### config.mk
export PLATFORM = sky130hd
export DESIGN_NAME = mwc_mac
export DESIGN_NICKNAME = d
export VERILOG_FILES = /design/src/design/mwc_pkg.sv /design/src/design/mwc_mac.sv
export SDC_FILE = /design/constraint.sdc
export NUM_CORES = 2
export LEC_CHECK = 0
export BUFFER_PORTS_ARGS = -buffer_cell sky130_fd_sc_hd__buf_2
export CAP_MARGIN = 20
export CELL_PAD_IN_SITES_DETAIL_PLACEMENT = 0
export CELL_PAD_IN_SITES_GLOBAL_PLACEMENT = 1
export CORE_UTILIZATION = 32
export CTS_CLUSTER_SIZE = 20
export DETAILED_ROUTE_END_ITERATION = 6
export GPL_ROUTABILITY_DRIVEN = 0
export HOLD_SLACK_MARGIN = 0.12
export PLACE_DENSITY_LB_ADDON = 0.1
export SLEW_MARGIN = 40
export SYNTH_ARGS = -nofsm -noshare
export SYNTH_HDL_FRONTEND = slang
export SYNTH_SLANG_ARGS = --single-unit
### constraint.sdc
create_clock -name i_clk -period 24.3 [get_ports i_clk]
set_clock_uncertainty 0.1 [all_clocks]
set_input_delay 7.29 -clock i_clk [delete_from_list [all_inputs] [get_ports i_clk]]
set_output_delay 7.29 -clock i_clk [all_outputs]
set_load 0.02 [all_outputs]
### src/design/mwc_pkg.sv
// shared types and constants of the lag-256 multiply-with-carry generator
// no dependencies; imported by every module of the block but mwc_ram
package mwc_pkg;

    // store geometry
    localparam int LAG_DEPTH      = 256;
    localparam int LAG_AW         = 8;
    localparam int SEED_WORDS_DEF = 16;

    // payload widths
    localparam int WORD_W  = 32;
    localparam int CARRY_W = 30;
    localparam int MULK_W  = 30;
    localparam int PROD_W  = MULK_W + WORD_W;
    localparam int FUNC_W  = 2;

    // request codes
    localparam logic [FUNC_W-1:0] FUNC_SEED   = 2'd0;
    localparam logic [FUNC_W-1:0] FUNC_RESEED = 2'd1;
    localparam logic [FUNC_W-1:0] FUNC_GEN    = 2'd2;

    // generator constants
    localparam logic [MULK_W-1:0]  MUL_A       = 30'd809430660;
    localparam logic [MULK_W-1:0]  CHAIN_MUL   = 30'd69069;
    localparam logic [WORD_W-1:0]  CHAIN_ADD   = 32'd764385;
    localparam logic [WORD_W-1:0]  CHAIN_START = 32'd232497429;
    localparam logic [CARRY_W-1:0] CARRY_INIT  = 30'd362436;
    localparam logic [LAG_AW-1:0]  LAST_IDX    = 8'd255;

    // control of the shared multiply-add unit
    typedef struct packed {
        logic load;   // capture a new product
        logic lcg;    // chain constants instead of the mwc multiplier
    } t_mac_ctl;

endpackage

### src/design/mwc_mac.sv
// shared two-stage multiply-add unit: product register, then add of the addend
// depends on mwc_pkg for widths, constants and the control struct
module mwc_mac (
    input  logic                        i_clk,
    input  mwc_pkg::t_mac_ctl           i_ctl,
    input  logic [mwc_pkg::WORD_W-1:0]  i_op,
    input  logic [mwc_pkg::WORD_W-1:0]  i_addend,
    output logic [mwc_pkg::PROD_W-1:0]  o_sum
);
    import mwc_pkg::*;

    logic [PROD_W-1:0] r_prod;
    logic              r_lcg;
    logic [MULK_W-1:0] k;

    // multiplier constant select
    assign k = i_ctl.lcg ? CHAIN_MUL : MUL_A;

    // product stage
    always_ff @(posedge i_clk) begin
        if (i_ctl.load) begin
            r_prod <= {{WORD_W{1'b0}}, k} * {{MULK_W{1'b0}}, i_op};
            r_lcg  <= i_ctl.lcg;
        end
    end

    // add stage: carry for mwc steps, chain increment plus seed word for the lcg
    assign o_sum = r_prod + {{MULK_W{1'b0}}, i_addend}
                 + (r_lcg ? {{MULK_W{1'b0}}, CHAIN_ADD} : {PROD_W{1'b0}});

endmodule

==> impl_metrics.toml <==
[yosys]
synth.distinct_cells = 76
synth_ff_type = "edfxtp_1"
synth-edff-count = 63
async_flop_share_pct = 0
synth_sequential_area_ratio_pct = 7.39
ys_seq_elements = 63
synth_nets = 3611
synth_area_mm2 = 0.0256
syn_avg_cell_area_um2 = 9.71
synth_warnings = 0
netlist_instances = 2636

[timing]
finalHoldWorstSlack_ns = 7.42
worstMarginPinSlew_ns = 0.824
fmax_ghz = 0.0545
fin_crit_sh_pct = 75.4
period_needed_ns = 18.33
setup_ws_ns = 5.97
finalSetupTns_ns = 0
final_hold_viol_count = 0
slew_headroom_pct = 45.0
slew_viol_final = 0
rsz0062_at_grt = "no"
setup_viol = 0

[route]
drt-met1-wl_um = 34100
routed.top_layer = "met4"
drt_iter0_drc = 701
route.met2.wl_um = 40900
dr.pass1.iters = 5
wl_per_cell_um = 20.9
vias = 18000
drc = 0
via_per_inst = 4.80
wl_met3_um = 1920
antenna_left = 0
routed_wl_um = 78500

[global_route]
grt_overflow = 0
grt_pass1_vias = 19800
grt_max_degree = 64
grt_pass1_wl_um = 120000
antenna_found_initial = 2
grt_util_all_layers_pct = 19.5

[placed_design]
portBuffers = 128
dpl.hpwl_um = 70800
dp_slack_ns = 6.01

[clock_tree]
ctsResizeCount = 0
cts_num_sinks = 63
path_clk_slew_ns = 0.05
root_buffer = "clkbuf_16"
numCtsBuffers = 9
post_cts_buffers = 0
clock_tree.buffer_depth = 2
h-tree-depth = 3
hold_buffers = 0
cts_tree = "done"

[min_path]
hp-start = "i_ctl[0]"
hold_path.class = "input port to flip-flop"

[die]
rows = 103
die_h_um = 285
ios = 129
coreArea_mm2 = 0.0791
die_area_mm2 = 0.0811
fp.dieW_um = 285
initial_utilization_pct = 32.4

[layout]
diodes = 0
drive_gt1_share_pct = 7.45
area_growth_pct = 7.60
final_common_cell = "inv_1"
final_cell_mix = "597 x inv_1, 457 x ha_1, 451 x fa_1"
fin_nets = 3668

[setup_path]
startpoint = "i_addend[8]"
critPathRequiredTime_ns = 16.91
crit_type = "input port to output port"
cp_max_fo = 11
crit_path_end = "o_sum[52]"
end_kind = "output port"
cp-start-kind = "input port"
critical_path_arrival_ns = 10.94

[run_status]
status = "completed"

[flow_run]
maxCapViolCount = 0
[worst max-delay path, cell delays in order]
cell and delay, ns:
buf_2 0.12, fa_1 0.48, ha_1 0.37, and3_1 0.23
nand2_1 0.06, a21oi_1 0.26, o211ai_1 0.20, o311a_1 0.45
o21a_1 0.26, nor2_1 0.55, and4_1 0.32, xor2_1 0.17
buf_2 0.19
[cell type report]
type,instances,area (um^2)
clock buffer,10,229
clock inverter,5,50.0
fill,8327,51600
inverter,597,2240
multi-input combinational,1890,21100
sequential,63,1890
tap,1050,1310
timing repair buffer,132,677
[cell usage after synthesis (5+ instances only)]
cell	count	share of area, %
a211oi_1	7	0.21
a21boi_0	6	0.18
a21o_1	78	2.3
a21oi_1	101	2.0
a31oi_1	9	0.22
and2_1	41	1.0
and3_1	29	0.71
and4_1	7	0.24
buf_1	6	0.088
buf_2	11	0.22
clkbuf_1	68	1.0
edfxtp_1	63	7.4
fa_1	451	35
ha_1	457	22
inv_1	597	8.8
mux2_2	5	0.22
nand2_1	123	1.8
nand2b_1	32	0.78
nand3_1	31	0.61
nand4_1	19	0.46
nor2_1	82	1.2
nor2b_1	23	0.56
nor3_1	13	0.25
o21a_1	7	0.21
o21ai_0	62	1.2
o21bai_1	15	0.44
o31ai_1	5	0.15
or2_2	16	0.39
xnor2_1	119	4.1
xor2_1	77	2.6
[worst min path at each step]
stage	to	slack [ns]	depth (start not counted)
after global placement	o_sum[61]	7.75	2
after detailed placement	o_sum[59]	7.76	2
after global routing	r_lcg	7.44	1
after CTS	r_lcg	7.42	1
final	r_lcg	7.42	1
after floorplan	r_lcg	7.29	0
[through the flow]
| step | cell area [um^2] | instances | util [%] |
|---|---|---|---|
| 6_report | 27500 | 3747 | 34.8 |
| 5_1_grt | 27500 | 3747 | 34.8 |
| 4_1_cts | 27500 | 3747 | 34.8 |
| 3_5_place_dp | 27300 | 3732 | 34.4 |
| 3_3_place_gp | 27200 | 3732 | 34.4 |
| 2_1_floorplan | 25600 | 2636 | - |
[routing by layer]
layer	global-route usage [%]	vias up
met5	0	-
met4	3.72	0
met3	1.54	62
met2	35.5	239
met1	25.2	9203
li1	-	8499
[kinds of logic after synthesis]
kind of cell | share of synthesized area [%]
AOI/OAI and AO/OA | 9.33
DFF | 7.39
and+or+nand+nor | 8.56
adders and majority gates | 57.6
buffers and inverters | 10.1
other | 0.0293
xor gates and xnor gates | 6.71
muxes | 0.259
[state kept, by name, summed over array words and instances, names as in the netlist]
signal,flops
r_prod,62
r_lcg,1
Power is left out: the tool's default activity adds up to more than one toggle a clock period on the data nets, which glitch-free logic cannot reach.
